[config.mk]
export PLATFORM = sky130hd
export DESIGN_NAME = score_ranking_sorter
export DESIGN_NICKNAME = d
export VERILOG_FILES = /design/src/rtl/srs_pkg.sv /design/src/rtl/score_ranking_sorter.sv /design/src/rtl/srs_store.sv
export SDC_FILE = /design/constraint.sdc
export NUM_CORES = 1
export LEC_CHECK = 0
export ABC_CLOCK_PERIOD_IN_PS = 3480
export BUFFER_PORTS_ARGS = -buffer_cell sky130_fd_sc_hd__buf_2
export CORE_MARGIN = 2
export CORE_UTILIZATION = 50
export DETAILED_ROUTE_END_ITERATION = 7
export GPL_TIMING_DRIVEN = 0
export PLACE_DENSITY = 0.76
export SYNTH_ARGS = -nofsm -noshare
export SYNTH_HDL_FRONTEND = slang
export SYNTH_HIERARCHICAL = 1
export SYNTH_SLANG_ARGS = --single-unit
[constraint.sdc]
create_clock -name aclk -period 3.48 [get_ports aclk]
set_clock_uncertainty 0.05 [all_clocks]
set_input_delay 0.174 -clock aclk [delete_from_list [all_inputs] [get_ports aclk]]
set_output_delay 0.174 -clock aclk [all_outputs]
set_load 0.03 [all_outputs]
[src/rtl/srs_pkg.sv]
`timescale 1ns / 1ps
// ----------------------------------------------------------------------------
// srs_pkg
// shared types and constants of the score ranking sorter
// ----------------------------------------------------------------------------
package srs_pkg;

    localparam int SCORE_W         = 16;
    localparam int TAG_W           = 5;
    localparam int RANK_W          = 5;
    localparam int LIMIT_W         = 5;
    localparam int REC_W           = SCORE_W + TAG_W;
    localparam int MAX_SHOWN       = 16;
    localparam int MAX_ENTRIES_DEF = 32;

    localparam logic [LIMIT_W-1:0] LIMIT_RESET = LIMIT_W'(10);

    typedef enum logic [1:0] {
        ST_LOAD,
        ST_SCAN,
        ST_EMIT
    } state_t;

endpackage

[src/rtl/score_ranking_sorter.sv]
`timescale 1ns / 1ps
// ----------------------------------------------------------------------------
// score_ranking_sorter
// stable descending ranking of a set of score records, top k emitted
// ----------------------------------------------------------------------------
// usage:
//   s_ channel carries one record per transaction (score, tag), s_tlast marks
//   the last record of a set. records are written to the record memory in
//   load order at one per cycle; records beyond MAX_ENTRIES are dropped.
//   the transaction with s_tlast high closes the set and starts ranking;
//   s_tready stays low until the last ranked record has been placed on m_.
//   ranking runs as repeated passes over the memory through its single
//   read port: each pass reads every held record once and finds the next
//   record in (score desc, load order), one pass per result.
//   m_ channel carries rank, tag and score; m_tlast marks the last result.
//   up to min(n, show_limit) results are produced, show_limit clamped to
//   1..16. a stalled m_tready holds the output register; the next pass
//   still runs and its result waits for the register. cfg_ writes
//   show_limit at any time, it is sampled when the closing record is
//   accepted.
//   reset (aresetn low, synchronous) empties the set, sets show_limit to 10
//   and drops any pending result.
// ----------------------------------------------------------------------------
module score_ranking_sorter #(
    parameter int MAX_ENTRIES = srs_pkg::MAX_ENTRIES_DEF
) (
    input  logic                        aclk,
    input  logic                        aresetn,
    // s_tdata: [15:0] entry_score, [20:16] entry_tag, [23:21] zero
    input  logic                        s_tvalid,
    output logic                        s_tready,
    input  logic [23:0]                 s_tdata,
    input  logic                        s_tlast,
    // m_tdata: [4:0] rank, [9:5] ranked_tag, [25:10] ranked_score, [31:26] zero
    output logic                        m_tvalid,
    input  logic                        m_tready,
    output logic [31:0]                 m_tdata,
    output logic                        m_tlast,
    // cfg_data: show_limit
    input  logic                        cfg_valid,
    output logic                        cfg_ready,
    input  logic [srs_pkg::LIMIT_W-1:0] cfg_data
);

    localparam int IW = $clog2(MAX_ENTRIES);
    localparam int CW = $clog2(MAX_ENTRIES + 1);
    localparam int KW = srs_pkg::SCORE_W + IW;
    localparam int SW = (CW > srs_pkg::LIMIT_W) ? CW : srs_pkg::LIMIT_W;
    localparam int RW = srs_pkg::RANK_W;

    srs_pkg::state_t state_reg, state_next;

    logic [CW-1:0]                 held_reg;
    logic [srs_pkg::LIMIT_W-1:0]   limit_reg;
    logic [RW-1:0]                 shown_reg;
    logic [RW-1:0]                 rank_reg;
    logic                          first_reg;
    logic [KW-1:0]                 prev_key_reg;
    logic [KW-1:0]                 best_key_reg;
    logic [srs_pkg::TAG_W-1:0]     best_tag_reg;
    logic                          best_found_reg;
    logic [CW-1:0]                 issue_reg;
    logic                          rd_pend_reg;
    logic [IW-1:0]                 rd_idx_reg;
    logic                          m_valid_reg;
    logic [RW-1:0]                 out_rank_reg;
    logic [srs_pkg::TAG_W-1:0]     out_tag_reg;
    logic [srs_pkg::SCORE_W-1:0]   out_score_reg;
    logic                          out_last_reg;

    logic                          in_acc;
    logic                          room;
    logic [CW-1:0]                 held_after;
    logic [srs_pkg::LIMIT_W-1:0]   lim_c;
    logic [RW-1:0]                 shown_calc;
    logic                          issue_go;
    logic                          scan_done;
    logic                          emit;
    logic                          last_rank;
    logic [srs_pkg::REC_W-1:0]     rd_data;
    logic [srs_pkg::SCORE_W-1:0]   rd_score;
    logic [srs_pkg::TAG_W-1:0]     rd_tag;
    logic [KW-1:0]                 cand_key;
    logic                          take;

    srs_store #(
        .DEPTH (MAX_ENTRIES),
        .AW    (IW),
        .DW    (srs_pkg::REC_W)
    ) u_store (
        .aclk    (aclk),
        .wr_en   (in_acc && room),
        .wr_addr (held_reg[IW-1:0]),
        .wr_data (s_tdata[srs_pkg::REC_W-1:0]),
        .rd_en   (issue_go),
        .rd_addr (issue_reg[IW-1:0]),
        .rd_data (rd_data)
    );

    assign s_tready  = (state_reg == srs_pkg::ST_LOAD);
    assign cfg_ready = 1'b1;
    assign in_acc    = s_tvalid && s_tready;
    assign room      = (held_reg < CW'(MAX_ENTRIES));
    assign held_after = held_reg + CW'(room);

    always_comb begin
        if (limit_reg == '0) begin
            lim_c = srs_pkg::LIMIT_W'(1);
        end else if (limit_reg > srs_pkg::LIMIT_W'(srs_pkg::MAX_SHOWN)) begin
            lim_c = srs_pkg::LIMIT_W'(srs_pkg::MAX_SHOWN);
        end else begin
            lim_c = limit_reg;
        end
        if (SW'(held_after) < SW'(lim_c)) begin
            shown_calc = RW'(held_after);
        end else begin
            shown_calc = RW'(lim_c);
        end
    end

    // record key: higher score first, then lower load index
    assign rd_score = rd_data[srs_pkg::SCORE_W-1:0];
    assign rd_tag   = rd_data[srs_pkg::REC_W-1:srs_pkg::SCORE_W];
    assign cand_key = {rd_score, ~rd_idx_reg};
    assign take     = rd_pend_reg && (first_reg || (cand_key < prev_key_reg))
                      && (!best_found_reg || (cand_key > best_key_reg));

    assign issue_go  = (state_reg == srs_pkg::ST_SCAN) && (issue_reg != held_reg);
    assign scan_done = (state_reg == srs_pkg::ST_SCAN) && (issue_reg == held_reg)
                       && !rd_pend_reg;
    assign last_rank = (rank_reg == shown_reg);
    assign emit      = (state_reg == srs_pkg::ST_EMIT) && (!m_valid_reg || m_tready);

    always_comb begin
        state_next = state_reg;
        unique case (state_reg)
            srs_pkg::ST_LOAD: begin
                if (in_acc && s_tlast) begin
                    state_next = srs_pkg::ST_SCAN;
                end
            end
            srs_pkg::ST_SCAN: begin
                if (scan_done) begin
                    state_next = srs_pkg::ST_EMIT;
                end
            end
            srs_pkg::ST_EMIT: begin
                if (emit) begin
                    state_next = last_rank ? srs_pkg::ST_LOAD : srs_pkg::ST_SCAN;
                end
            end
            default: state_next = srs_pkg::ST_LOAD;
        endcase
    end

    always_ff @(posedge aclk) begin
        if (!aresetn) begin
            state_reg <= srs_pkg::ST_LOAD;
        end else begin
            state_reg <= state_next;
        end
    end

    always_ff @(posedge aclk) begin
        if (!aresetn) begin
            held_reg       <= '0;
            limit_reg      <= srs_pkg::LIMIT_RESET;
            m_valid_reg    <= 1'b0;
            rd_pend_reg    <= 1'b0;
            best_found_reg <= 1'b0;
            first_reg      <= 1'b1;
            issue_reg      <= '0;
            rank_reg       <= RW'(1);
            shown_reg      <= RW'(1);
        end else begin
            if (cfg_valid && cfg_ready) begin
                limit_reg <= cfg_data;
            end
            if (in_acc) begin
                held_reg <= held_after;
                if (s_tlast) begin
                    shown_reg      <= shown_calc;
                    rank_reg       <= RW'(1);
                    first_reg      <= 1'b1;
                    issue_reg      <= '0;
                    best_found_reg <= 1'b0;
                end
            end
            rd_pend_reg <= issue_go;
            if (issue_go) begin
                issue_reg <= issue_reg + CW'(1);
            end
            if (take) begin
                best_found_reg <= 1'b1;
            end
            if (emit) begin
                m_valid_reg    <= 1'b1;
                first_reg      <= 1'b0;
                rank_reg       <= rank_reg + RW'(1);
                issue_reg      <= '0;
                best_found_reg <= 1'b0;
                if (last_rank) begin
                    held_reg <= '0;
                end
            end else if (m_tready) begin
                m_valid_reg <= 1'b0;
            end
        end
    end

    // payload registers
    always_ff @(posedge aclk) begin
        rd_idx_reg <= issue_reg[IW-1:0];
        if (take) begin
            best_key_reg <= cand_key;
            best_tag_reg <= rd_tag;
        end
        if (emit) begin
            prev_key_reg  <= best_key_reg;
            out_rank_reg  <= rank_reg;
            out_tag_reg   <= best_tag_reg;
            out_score_reg <= best_key_reg[KW-1:IW];
            out_last_reg  <= last_rank;
        end
    end

    assign m_tvalid = m_valid_reg;
    assign m_tlast  = out_last_reg;
    assign m_tdata  = {6'b0, out_score_reg, out_tag_reg, out_rank_reg};

    // a pass always finds a record, since ranks never exceed the records held
    assert property (@(posedge aclk) disable iff (!aresetn)
        emit |-> best_found_reg)
        else $error("ranking pass ended without a record");

    assert property (@(posedge aclk) disable iff (!aresetn)
        held_reg <= CW'(MAX_ENTRIES))
        else $error("held count beyond capacity");

    assert property (@(posedge aclk) disable iff (!aresetn)
        (state_reg != srs_pkg::ST_LOAD) |-> (rank_reg <= shown_reg)
            && (shown_reg != '0) && (RW'(shown_reg) <= RW'(srs_pkg::MAX_SHOWN)))
        else $error("rank counter beyond result count");

    assert property (@(posedge aclk) disable iff (!aresetn)
        (emit && last_rank) |=> (state_reg == srs_pkg::ST_LOAD) && (held_reg == '0))
        else $error("set not cleared after last result");

    assert property (@(posedge aclk) disable iff (!aresetn)
        (emit && !first_reg) |-> (best_key_reg < prev_key_reg))
        else $error("results not in descending order");

endmodule

[src/rtl/srs_store.sv]
`timescale 1ns / 1ps
// ----------------------------------------------------------------------------
// srs_store
// record memory: one write port, one read port with registered read data
// ----------------------------------------------------------------------------
module srs_store #(
    parameter int DEPTH = srs_pkg::MAX_ENTRIES_DEF,
    parameter int AW    = $clog2(srs_pkg::MAX_ENTRIES_DEF),
    parameter int DW    = srs_pkg::REC_W
) (
    input  logic          aclk,
    input  logic          wr_en,
    input  logic [AW-1:0] wr_addr,
    input  logic [DW-1:0] wr_data,
    input  logic          rd_en,
    input  logic [AW-1:0] rd_addr,
    output logic [DW-1:0] rd_data
);

    logic [DW-1:0] mem [DEPTH];
    logic [DW-1:0] rd_data_reg;

    always_ff @(posedge aclk) begin
        if (wr_en) begin
            mem[wr_addr] <= wr_data;
        end
    end

    always_ff @(posedge aclk) begin
        if (rd_en) begin
            rd_data_reg <= mem[rd_addr];
        end
    end

    assign rd_data = rd_data_reg;

endmodule
Yosys cells after proc, flatten, opt, wreduce, memory -nomap -nowiden
Memory sizes are Yosys's and may differ from the RTL's. A register that Yosys moved wholly into a read port is not among the register bits.
Index checks and enable logic that the tools add are counted.
Widths: inputs -> output; s select.
Word-level totals
  flip-flop bits (word level): 112
  memory bits (writable): 672
  input bits: 35
  memories kept: 1
Cells by class
  $add $sub $neg: 3
  magnitude comparators: 5
  equality and inequality tests: 8
  multiplexer cells: 27
  bitwise logic cells: 2
  reductions and logical operators: 30
Memory list
  u_store.mem: depth 32, width 21, read ports 1, clocked after Yosys merged registers in 1, write ports 1, line srs_store.sv:20  | logic [DW-1:0] mem [DEPTH];
Operator list (number)
  $mux 6: 6
  $mux 5: 6
  $gt 21x21->1: 1
  $lt 21x21->1: 1
  $reduce_bool 2->1: 7
  $mux 1: 11
  $logic_and 1x1->1: 9
  $reduce_and 2->1: 4
  $add 6x1->6: 1
  $add 6x1->6 const B: 1
  $eq 6x6->1: 1
  $lt 6x5->1: 1
  $lt 6x6->1 const B: 1
  $mux 2: 3
  $ne 6x6->1: 1
  $pmux 2 s3: 1
  $add 5x1->5 const B: 1
  $eq 5x5->1: 1
  $gt 5x5->1 const B: 1
  $logic_not 5->1: 1
  $not 5->5: 1
  $ne 2x2->1 const B: 2
  $logic_not 1->1: 3
  $logic_or 1x1->1: 3
  7 further kinds: 7

Longest topological paths before layout
Gate-level depths: netlist of the first run.
  depth after elaboration: 7
  gate-level depth with buffers: 11
  mapped depth without buffers: 11

Modules after synthesis
The synthesis of the first run kept the hierarchy.
Modules (own cells, without submodules)
  srs_store: times used 1, cells each 1481, area each 26962.1 sq um, seq. area each 20810.0 sq um
  score_ranking_sorter: times used 1, cells each 452, area each 4854.7 sq um, seq. area each 2502.4 sq um

Least setup slack after synthesis of the first run
Ideal clock, no wire load.
  path kind: reg2reg
  start point: register state_reg[1]
  end point: memory u_store/mem[20][0] in the netlist's numbering (enable)
  library setup time: 0.399 ns
  data arrival time: 2.903 ns
  data required time: 3.031 ns
  slack: 0.128 ns
  stages on the path, launching flop included: 8
  cell sequence: dfxtp_1 -> clkbuf_1 -> nor2_1 -> nand2_1 -> nor2_1 -> or3b_2 -> clkbuf_1 -> nor2_1
Between the ends
  cells in the longest elaborated chain, start to end: 5
RTL lines
  start: declaration: line score_ranking_sorter.sv:51  | srs_pkg::state_t state_reg, state_next;
  start signal: assignment: line score_ranking_sorter.sv:158  | state_reg <= srs_pkg::ST_LOAD;
  start signal: assignment: line score_ranking_sorter.sv:160  | state_reg <= state_next;
  $logic_not 2->1: line score_ranking_sorter.sv:100  | assign s_tready = (state_reg == srs_pkg::ST_LOAD);
  named net s_tready: line score_ranking_sorter.sv:31  | output logic s_tready,
  $logic_and 1x1->1: line score_ranking_sorter.sv:102  | assign in_acc = s_tvalid && s_tready;
  $logic_and 1x1->1: line score_ranking_sorter.sv:92  | .wr_en (in_acc && room),
  $mux 1: line srs_store.sv:24  | if (wr_en) begin
  $mux 1 (implied by the code): line srs_store.sv:25  | mem[wr_addr] <= wr_data;
  end: declaration: line srs_store.sv:20
The timed path passes the listed nets, and every way through them passes these cells.

Worst setup path after layout of the first run
  start point: register state_reg[1]
  end point: memory u_store/mem[8][15] in the netlist's numbering (enable)
Between the ends
  cells in the longest elaborated chain, start to end: 5
RTL lines (line)
  $logic_not 2->1: score_ranking_sorter.sv:100
  $logic_and 1x1->1: score_ranking_sorter.sv:102
  $logic_and 1x1->1: score_ranking_sorter.sv:92
  $mux 1: srs_store.sv:24
  $mux 1 (implied by the code): srs_store.sv:25
Every way passes these cells.

==> results_dict.tcl, run 1 <==
set metrics [dict create \
    yosys.area.top_type_share_pct 70.9 \
    post_synth_num_cell_types 55 \
    synth.largest_area_cell "edfxtp_1" \
    globalRoute.busiestLayer "met2" \
    critPathMaxStageDelay_ns 0.70 \
    drv.max_cap_violation_count 0 \
    grt_max_degree 40 \
    synthToLayoutAreaGrowth_pct 15.3 \
    fin_setup_tns_ns 0 \
    route.vias.total 18100 \
    synth_seq_area_share_pct 73.3 \
    synth_edf_count 751 \
    dominantRegCellSynth "edfxtp_1" \
    row_count 92 \
    cp_data_required_time_ns 3.76 \
    synthesis.yosys.warnings 6 \
    number_of_detailed_route_iterations_in_the_first_pass 6 \
    timing.slew.headroom_pct 36.8 \
    multiInputGateArea_mm2 0.00761 \
    crit_arrival_ns 3.63 \
    outcome "finished clean" \
    critical-path-top-delay-family "simple AND/OR/NAND/NOR gates" \
    number_of_global_route_vias_before_repair 18100 \
    total_of_flip_flops_plus_latches_after_synthesis 789 \
    clockRootBuffer "clkbuf_16" \
    tightestPinTransition_ns 0.948 \
    holdCritPathClass "in -> reg" \
    via_per_inst 5.96 \
    synth_async_sr_flop_share_pct 0 \
    crit_buf_inv 3 \
    post-route-cell-area_mm2 0.0367 \
    power.static_leakage_nw 11.8 \
    floorplan.die.height_um 256 \
    grt_pass1_wl_um 112000 \
    nNetsFinal 2209 \
    max_clock_freq_mhz 299 \
    cell_count_after_placement 2876 \
    route.antenna.remaining_nets 0 \
    core_area_mm2 0.0630 \
    start_kind "flip-flop" \
    top_register "u_store/mem" \
    worst_skew_pair.late_latency_ns 0.63 \
    fill_cells 4604 \
    h-tree-depth 3 \
    switching_share_pct 21.6 \
    slack_of_the_worst_reg_to_reg_path_ns 0.14 \
    drv_slew 0 \
    overall_fraction_of_global_route_tracks_in_use_pct 23.0 \
    period_needed_ns 3.34 \
    crit_chain "clkbuf_1 -> nor2_1 -> nand2_1 -> nor2_1 -> or3b_2 -> clkbuf_1 -> nor2_2 -> buf_8" \
    number_of_failing_setup_endpoints_in_the_final_timing_report 0 \
    drt_first_iter_violations 2246 \
    die_width_um 256 \
    combPwrFrac_pct 7.0 \
    power.share.clock_pct 41.6 \
    synth_most_common_cell "edfxtp_1" \
    wirelength_um 76300 \
    max-vdd-ir-drop_mv 0.594 \
    grt_setup_unrepaired "no" \
    final-instance-count-excl-fill 3030 \
    power_switching_mw 4.47 \
    powerDensity_mw_per_mm2 563 \
    share_seq_of_total_power_pct 51.5 \
    dpl_cell_area_mm2 0.0339 \
    critical_path_peak_fanout 12 \
    cts_post_setup_buffers_inserted 0 \
    power.internal_mw 16.2 \
    average_cell_area_after_synthesis_um2 16.5 \
    globalRouteMet2Util_pct 36.1 \
    worst_path_slowest_cell "nor2_2" \
    tritoncts_clock_tree "yes" \
    wl_per_cell_um 25.2 \
    timing.final.hold_violations 0 \
    antenna-diode-count 0 \
    groute.layer.met3.usage_pct 5.54 \
    grt_antenna_before_repair 7 \
    clkSlewWorstSetupHoldPaths_ns 0.06 \
    path_class "reg -> reg" \
    placement.io_buffers 59 \
    dpl.hpwl_um 49700 \
    cts_inserted_buffers 78 \
    totalPowerFinal_mw 20.6 \
    postSynthCellCount 1933 \
    largest_register_ffs 672 \
    post_route_cells_drive_above_1_share_pct 14.7 \
    regArea_mm2 0.0233 \
    globalRouteOverflowTotal 0 \
    floorplan.die_area_mm2 0.0657 \
    top_cells_by_instance_count_after_synthesis "edfxtp_1, mux2i_1, nand2_1, a22oi_1, a21oi_1" \
    ios 71 \
    post-route-period-util_pct 96.1 \
    tritoncts_num_sinks 789 \
    clk_path_buf_depth 3 \
    post-route-drc-count 0 \
    synth_top_cells_by_area "edfxtp_1, mux2i_1, dfxtp_1" \
    met1_usage_pct 31.3 \
    synth_area_mm2 0.0318 \
    place_congestion 0.864 \
    initial_utilization_pct 50.5 \
    crit_path_end_kind "flip-flop" \
]
==> power by group through the flow <==
stage / logic [mW] / clock network [mW] / registers, mW
after floorplan: 0.822 / 0 / 10.8
after global placement: 1.30 / 0 / 10.8
after detailed placement: 1.39 / 0 / 10.8
after CTS: 1.41 / 8.69 / 10.6
after global routing: 1.52 / 9.09 / 10.6
final: 1.44 / 8.58 / 10.6
==> final cells by class <==
type | instances | share of cell area, %
Sequential cell | 789 | 63.5
Multi-Input combinational cell | 982 | 20.8
Clock buffer | 99 | 5.77
Timing Repair Buffer | 107 | 3.01
Tap cell | 846 | 2.88
Buffer | 116 | 2.21
Clock inverter | 40 | 1.33
Inverter | 51 | 0.522
==> per-layer routing <==
layer	up-vias	wire (um)
li1	7872	-
met1	9115	30100
met2	917	35700
met3	155	7630
met4	12	2810
met5	-	77
==> timing repair <==
action,in CTS,in global routing
resized for setup,0,2
endpoints found under the hold margin,23,0
setup endpoints to repair,0,11
hold buffers,14,0
==> stage by stage <==
stage | hold slack (ns) | util (%) | setup WS [ns]
final | 0.0420 | 58.3 | 0.136
after global routing | 0.0433 | 58.3 | 0.00444
after CTS | 0.0214 | 58.2 | 0.157
after detailed placement | 0.355 | 53.9 | 0.205
after global placement | 0.358 | 52.7 | -0.495
after floorplan | 0.223 | - | 0.128
==> cells by family after synthesis <==
kind of cell / Yosys count / synth area share, %
and+or+nand+nor: 299 / 4.53
xor gates and xnor gates: 19 / 0.523
buffers and inverters: 167 / 3.15
adders and majority gates: 49 / 1.93
DFF: 789 / 73.3
AOI/OAI and AO/OA: 263 / 5.73
other: 2 / 0.0236
muxes: 345 / 10.9
==> path summary, 6_finish.rpt <==
path	start	to	depth (start not counted)
worst max-delay path	state_reg[1]	u_store/mem[8][15]	8
worst min-delay path	s_tdata[19]	u_store/mem[20][19]	1
worst max register to register	state_reg[1]	u_store/mem[8][15]	8
worst min register to register	u_store/rd_data[20]	best_tag_reg[4]	0
==> cells in the final DEF (no fill, tap or decap), types with 22 or more instances in the layout <==
cell / count
edfxtp_1: 751
nand4_1: 28
buf_6: 24
ha_1: 49
a31oi_1: 25
dfxtp_1: 38
buf_8: 23
nand2_1: 89
clkbuf_16: 82
nor2_1: 22
clkbuf_1: 50
nand3_1: 60
a22o_1: 42
a21oi_1: 69
a22oi_1: 84
nor2_2: 31
buf_2: 74
buf_4: 33
nor3_1: 25
mux2i_1: 345
inv_1: 50
Note: power is estimated with default switching activity, not from simulation.
==> inputs of run 2 (changes only) <==
Settings changed: CAP_MARGIN set to 20, RECOVER_POWER set to 50.
==> run 2 against run 1 <==
Compared with the run above: the flow now finishes with violations (max-capacitance violations, max-slew violations); register-to-register slack got worse by 0.02 ns; first-iteration DRC count decreased by 2.4%; setup slack got worse by 0.017 ns; highest routed layer unchanged; critical endpoint is now u_store/mem[8][13]; core utilization decreased by 0.31 points; fmax decreased by 0.50%; die area unchanged; largest power group unchanged; critical path type unchanged; routed wire length decreased by 0.39%; worst hold slack improved by 0.32 ns.
==> results_dict.tcl, run 2 (synthesis gave the netlist of run 1 again) <==
set metrics [dict create \
    outcome "finished, violations left" \
    violations_in_the_final_reports "max-capacitance violations, max-slew violations" \
    wirelength_um 76000 \
    initial_utilization_pct 50.5 \
    totalPowerFinal_mw 20.2 \
    place_congestion 0.864 \
    grt_antenna_before_repair 6 \
    tritoncts_clock_tree "yes" \
    post_route_cells_drive_above_1_share_pct 12.3 \
    route.antenna.remaining_nets 0 \
    power.static_leakage_nw 11.6 \
    tightestPinTransition_ns 2.10 \
    crit_arrival_ns 3.63 \
    period_needed_ns 3.36 \
    critical_path_peak_fanout 12 \
    holdCritPathClass "reg -> reg" \
    cts_inserted_buffers 79 \
    drt_first_iter_violations 2192 \
    ios 71 \
    die_width_um 256 \
    top_register "u_store/mem" \
    path_class "reg -> reg" \
    drv_slew 628 \
    grt_max_degree 33 \
    h-tree-depth 3 \
    route.vias.total 18100 \
    placement.io_buffers 59 \
    nNetsFinal 2210 \
    row_count 92 \
    crit_chain "clkbuf_1 -> nor2_1 -> nand2_1 -> nor2_1 -> or3b_2 -> clkbuf_1 -> nor2_2 -> buf_8" \
    crit_path_end_kind "flip-flop" \
    post-route-drc-count 0 \
    clockRootBuffer "clkbuf_16" \
    clk_path_buf_depth 3 \
    floorplan.die.height_um 256 \
    grt_pass1_wl_um 112000 \
    max-vdd-ir-drop_mv 0.560 \
    worst_path_slowest_cell "nor2_2" \
    critPathMaxStageDelay_ns 0.71 \
    critical-path-top-delay-family "simple AND/OR/NAND/NOR gates" \
    worst_skew_pair.late_latency_ns 0.63 \
    core_area_mm2 0.0630 \
    globalRouteOverflowTotal 0 \
    start_kind "flip-flop" \
    cp_data_required_time_ns 3.75 \
    drv.max_cap_violation_count 19 \
    max_clock_freq_mhz 298 \
    wl_per_cell_um 25.1 \
    number_of_failing_setup_endpoints_in_the_final_timing_report 0 \
    dpl.hpwl_um 49800 \
    number_of_global_route_vias_before_repair 18100 \
    largest_register_ffs 672 \
    floorplan.die_area_mm2 0.0657 \
    number_of_detailed_route_iterations_in_the_first_pass 6 \
    fill_cells 4586 \
    timing.slew.headroom_pct -40.0 \
    overall_fraction_of_global_route_tracks_in_use_pct 23.0 \
    crit_buf_inv 3 \
    powerDensity_mw_per_mm2 555 \
    tritoncts_num_sinks 789 \
    final_core_util_pct 58.0 \
    timing.final.hold_violations 0 \
    final_common_cell "edfxtp_1" \
    via_per_inst 6.00 \
    synthToLayoutAreaGrowth_pct 14.7 \
    fin_hold_ws_ns 0.367 \
    post-route-period-util_pct 96.6 \
    clkSlewWorstSetupHoldPaths_ns 0.06 \
    commonest_cells_after_routing_fill_and_taps_aside "edfxtp_1, mux2i_1, clkbuf_1" \
]
[run 2: cell count changes in the layout (fill, tap and decap cells not counted), sizes merged]
| cell | previous run | this run |
|---|---|---|
| buf | 173 | 122 |
| clkbuf | 135 | 186 |
| bufinv | 11 | 6 |
| clkinv | 26 | 22 |
| clkinvlp | 1 | 3 |
| diode | 0 | 2 |
[run 2: per-stage QoR]
| stage | TNS, ns | cell area (um2) | std cells | worst slack [ns] |
|---|---|---|---|---|
| floorplan | 0 | 31800 | 1938 | 0.128 |
| global placement | -172.16 | 33200 | 2843 | -0.495 |
| detailed placement | 0 | 33900 | 2877 | 0.225 |
| CTS | 0 | 36500 | 3023 | 0.188 |
| global route | -0.210 | 36500 | 3024 | -0.0123 |
| finish | 0 | 36500 | 3025 | 0.119 |
[run 2: timing repair]
action	4_1_cts	5_1_grt
hold buffers	14	0
endpoints found under the setup margin	0	16
hold endpoints to repair	24	0
resized for setup	0	2
buffers inserted	0	0
[run 2: routing by layer]
metal	global-route usage [%]	up-vias	part of all wire [%]
met5	0	-	0.078
met4	9.00	10	4.1
met3	5.60	174	10
met2	35.8	990	46
met1	31.4	9076	39
li1	-	7888	-
[run 2: worst register-to-register path, cell delays in order (launching register included)]
cell and delay (ns):
dfxtp_1 0.29, clkbuf_1 0.18, nor2_1 0.19, nand2_1 0.16, nor2_1 0.33, or3b_2 0.48, clkbuf_1 0.43, nor2_2 0.71
buf_8 0.25
[run 2: power by group]
| group | switching [mW] | total, mW | internal [mW] |
|---|---|---|---|
| Combinational | 0.934 | 1.43 | 0.498 |
| Sequential | 0.0693 | 10.6 | 10.6 |
| Clock | 3.40 | 8.18 | 4.78 |
[run 2: cell type report]
class | count | area (um2) | area share, %
repair buffers | 107 | 1040 | 2.86
multi-input cells | 982 | 7610 | 20.9
clock inverters | 33 | 329 | 0.902
diodes | 2 | 5.00 | 0.0137
inverters | 51 | 191 | 0.524
clock buffers | 99 | 2140 | 5.86
plain buffers | 116 | 808 | 2.21
well taps | 846 | 1060 | 2.90
flip-flops and latches | 789 | 23300 | 63.9
[run 2: worst paths after layout]
check | startpoint | endpoint | slack (ns) | cells past startpoint
worst min-delay path | u_store/rd_data[20] | best_tag_reg[4] | 0.37 | 0
worst min register to register | u_store/rd_data[20] | best_tag_reg[4] | 0.37 | 0
worst max-delay path | state_reg[1] | u_store/mem[8][13] | 0.12 | 8
worst max register to register | state_reg[1] | u_store/mem[8][13] | 0.12 | 8
==> inputs of run 3 (changes only) <==
Settings changed: SYNTH_HIERARCHICAL 1 to not set.
==> run 3 against run 2 <==
Compared with the run above: the flow now finishes without violations; sequential share of layout area rose by 1.7 points; core utilization fell by 0.21 points; design area decreased by 2.5%; sequential power about the same; non-clock buffer count decreased by 42; highest routed layer is now met4.
==> results_dict.tcl, run 3 <==
set metrics [dict create \
    outcome "finished clean" \
    crit_start "state_reg[1]" \
    number_of_failing_setup_endpoints_in_the_final_timing_report 0 \
    top_cells_by_instance_count_after_synthesis "edfxtp_1, mux4_2, nor2_1, nand2_1, ha_1" \
    reg2regPathDepth 7 \
    h-tree-depth 3 \
    met1_usage_pct 30.0 \
    die_width_um 253 \
    number_of_detailed_route_iterations_in_the_first_pass 5 \
    period_needed_ns 3.29 \
    core_area_mm2 0.0616 \
    placement.io_buffers 59 \
    power.static_leakage_nw 11.3 \
    row_count 91 \
    number_of_global_route_vias_before_repair 15600 \
    synthesis.yosys.warnings 0 \
    fin_setup_tns_ns 0 \
    wirelength_um 69500 \
    dpl.hpwl_um 43300 \
    timing.final.hold_violations 0 \
    route.antenna.remaining_nets 0 \
    max-vdd-ir-drop_mv 0.347 \
    route.vias.total 15300 \
    globalRouteOverflowTotal 0 \
    dominantRegCellSynth "edfxtp_1" \
    powerDensity_mw_per_mm2 557 \
    post_synth_num_cell_types 51 \
    synth.largest_area_cell "edfxtp_1" \
    final_common_cell "edfxtp_1" \
    synthToLayoutAreaGrowth_pct 14.4 \
    globalRouteMet2Util_pct 36.4 \
    ios 71 \
    path_class "reg -> reg" \
    synth_async_sr_flop_share_pct 0 \
    reg2reg_from "state_reg[1]" \
    synth_edf_count 751 \
    synth_top_cells_by_area "edfxtp_1, mux4_2, dfxtp_1" \
    critical_path_endpoint "u_store.mem[28][11]" \
    synth_area_mm2 0.0311 \
    antenna-diode-count 0 \
    crit_arrival_ns 3.56 \
    start_kind "flip-flop" \
    dpl_cell_area_mm2 0.0330 \
    post-route-period-util_pct 94.6 \
    grt_antenna_before_repair 1 \
    critical_path_peak_fanout 11 \
    clockRootBuffer "clkbuf_16" \
    grt_max_degree 40 \
    cp_data_required_time_ns 3.74 \
    holdCritPathClass "in -> reg" \
    largest_register_ffs 672 \
    nNetsFinal 1746 \
    yosys.area.top_type_share_pct 72.5 \
    overall_fraction_of_global_route_tracks_in_use_pct 22.2 \
    grt_pass1_wl_um 102000 \
    commonest_cells_after_routing_fill_and_taps_aside "edfxtp_1, mux4_2, clkbuf_1" \
    crit_path_end_kind "flip-flop" \
    globalRoute.busiestLayer "met2" \
    floorplan.die.height_um 253 \
    slack_of_the_worst_reg_to_reg_path_ns 0.19 \
    timing.slew.headroom_pct 5.32 \
    drt_first_iter_violations 1913 \
    post_route_cells_drive_above_1_share_pct 26.9 \
    rr_endpoint "u_store.mem[28][11]" \
    synth_most_common_cell "edfxtp_1" \
    top_register "u_store.mem" \
    drv_slew 0 \
    cts_inserted_buffers 77 \
    initial_utilization_pct 50.5 \
    total_of_flip_flops_plus_latches_after_synthesis 789 \
    clkSlewWorstSetupHoldPaths_ns 0.06 \
    tritoncts_num_sinks 789 \
    wl_per_cell_um 27.2 \
    worst_skew_pair.late_latency_ns 0.62 \
    grt_setup_unrepaired "no" \
    postSynthCellCount 1480 \
    via_per_inst 5.99 \
    tightestPinTransition_ns 1.42 \
    clk_path_buf_depth 3 \
    place_congestion 0.797 \
    max_clock_freq_mhz 304 \
    drv.max_cap_violation_count 0 \
    totalPowerFinal_mw 19.8 \
    post-route-cell-area_mm2 0.0356 \
    groute.layer.met3.usage_pct 4.57 \
    floorplan.die_area_mm2 0.0642 \
    fill_cells 4364 \
    post-route-drc-count 0 \
    synth_seq_area_share_pct 74.9 \
    average_cell_area_after_synthesis_um2 21.0 \
    tritoncts_clock_tree "yes" \
]
## run 3: kinds of logic (layout without fill, tap and decap cells)
logic type / Yosys count / in the layout / share of synthesized area (%)
simple gates: 172 / 174 / 2.55
xor+xnor: 19 / 19 / 0.535
fa+ha+maj: 49 / 49 / 1.97
flops: 789 / 789 / 74.9
mux: 239 / 239 / 16.2
other cells: 2 / 7 / 0.0241
buf+inv: 136 / 371 / 2.22
compound gates: 74 / 74 / 1.53
## run 3: worst max-delay path, cell delays in order (launching register included)
cell and delay [ns]:
dfxtp_1 0.29, clkbuf_1 0.19, nor3b_2 0.55, nand2_1 0.18
or3_1 0.33, clkbuf_1 0.36, nor2_2 0.77, buf_8 0.25
## run 3: timing repair
action | 4_1_cts | 5_1_grt
hold buffers | 15 | 0
resized for setup | 14 | 3
cloned | 2 | 0
pin swaps | 4 | 0
setup buffers | 2 | 0
endpoints found under the setup margin | 294 | 10
endpoints found under the hold margin | 35 | 0
## run 3: per-layer routing
layer | vias to the layer above | share of wire (%)
met5 | - | 0
met4 | 0 | 3.2
met3 | 135 | 8.7
met2 | 778 | 49
met1 | 8016 | 39
li1 | 6399 | -
## run 3: worst min-delay path by stage
stage	start	endpoint	slack (ns)	cells after the start
6_report	s_tlast	best_found_reg	0.08	4
5_1_grt	s_tlast	best_found_reg	0.09	4
4_1_cts	s_tdata[13]	u_store.mem[25][13]	0.003	1
3_5_place_dp	issue_reg[4]	rd_idx_reg[4]	0.29	0
3_3_place_gp	issue_reg[4]	rd_idx_reg[4]	0.28	0
2_1_floorplan	s_tdata[0]	u_store.mem[0][0]	0.22	0
## run 3: cell type report
cell class / instances / area [um2] / area share [%]
timing repair buffer: 97 / 788 / 2.22
tap: 837 / 1050 / 2.94
multi-input combinational: 562 / 7300 / 20.5
sequential: 789 / 23300 / 65.5
clock buffer: 94 / 2070 / 5.83
inverter: 51 / 191 / 0.538
clock inverter: 45 / 348 / 0.978
buffer: 84 / 512 / 1.44
## run 3: stage by stage
step           std cells  hold WS (ns)  utilization (%)  setup slack (ns)
6_report            2559        0.0835             57.8             0.188
3_3_place_gp        2381         0.283             52.7             -1.03
2_1_floorplan       1485         0.223                -             0.476
4_1_cts             2559       0.00270             57.8            0.0129
3_5_place_dp        2401         0.286             53.5            -0.246
5_1_grt             2559        0.0880             57.8            0.0701
## run 3: power by group
part | internal (mW) | total [mW] | switching, mW
registers | 10.6 | 10.6 | 0.0604
clock network | 4.61 | 8.04 | 3.44
logic | 0.459 | 1.16 | 0.704
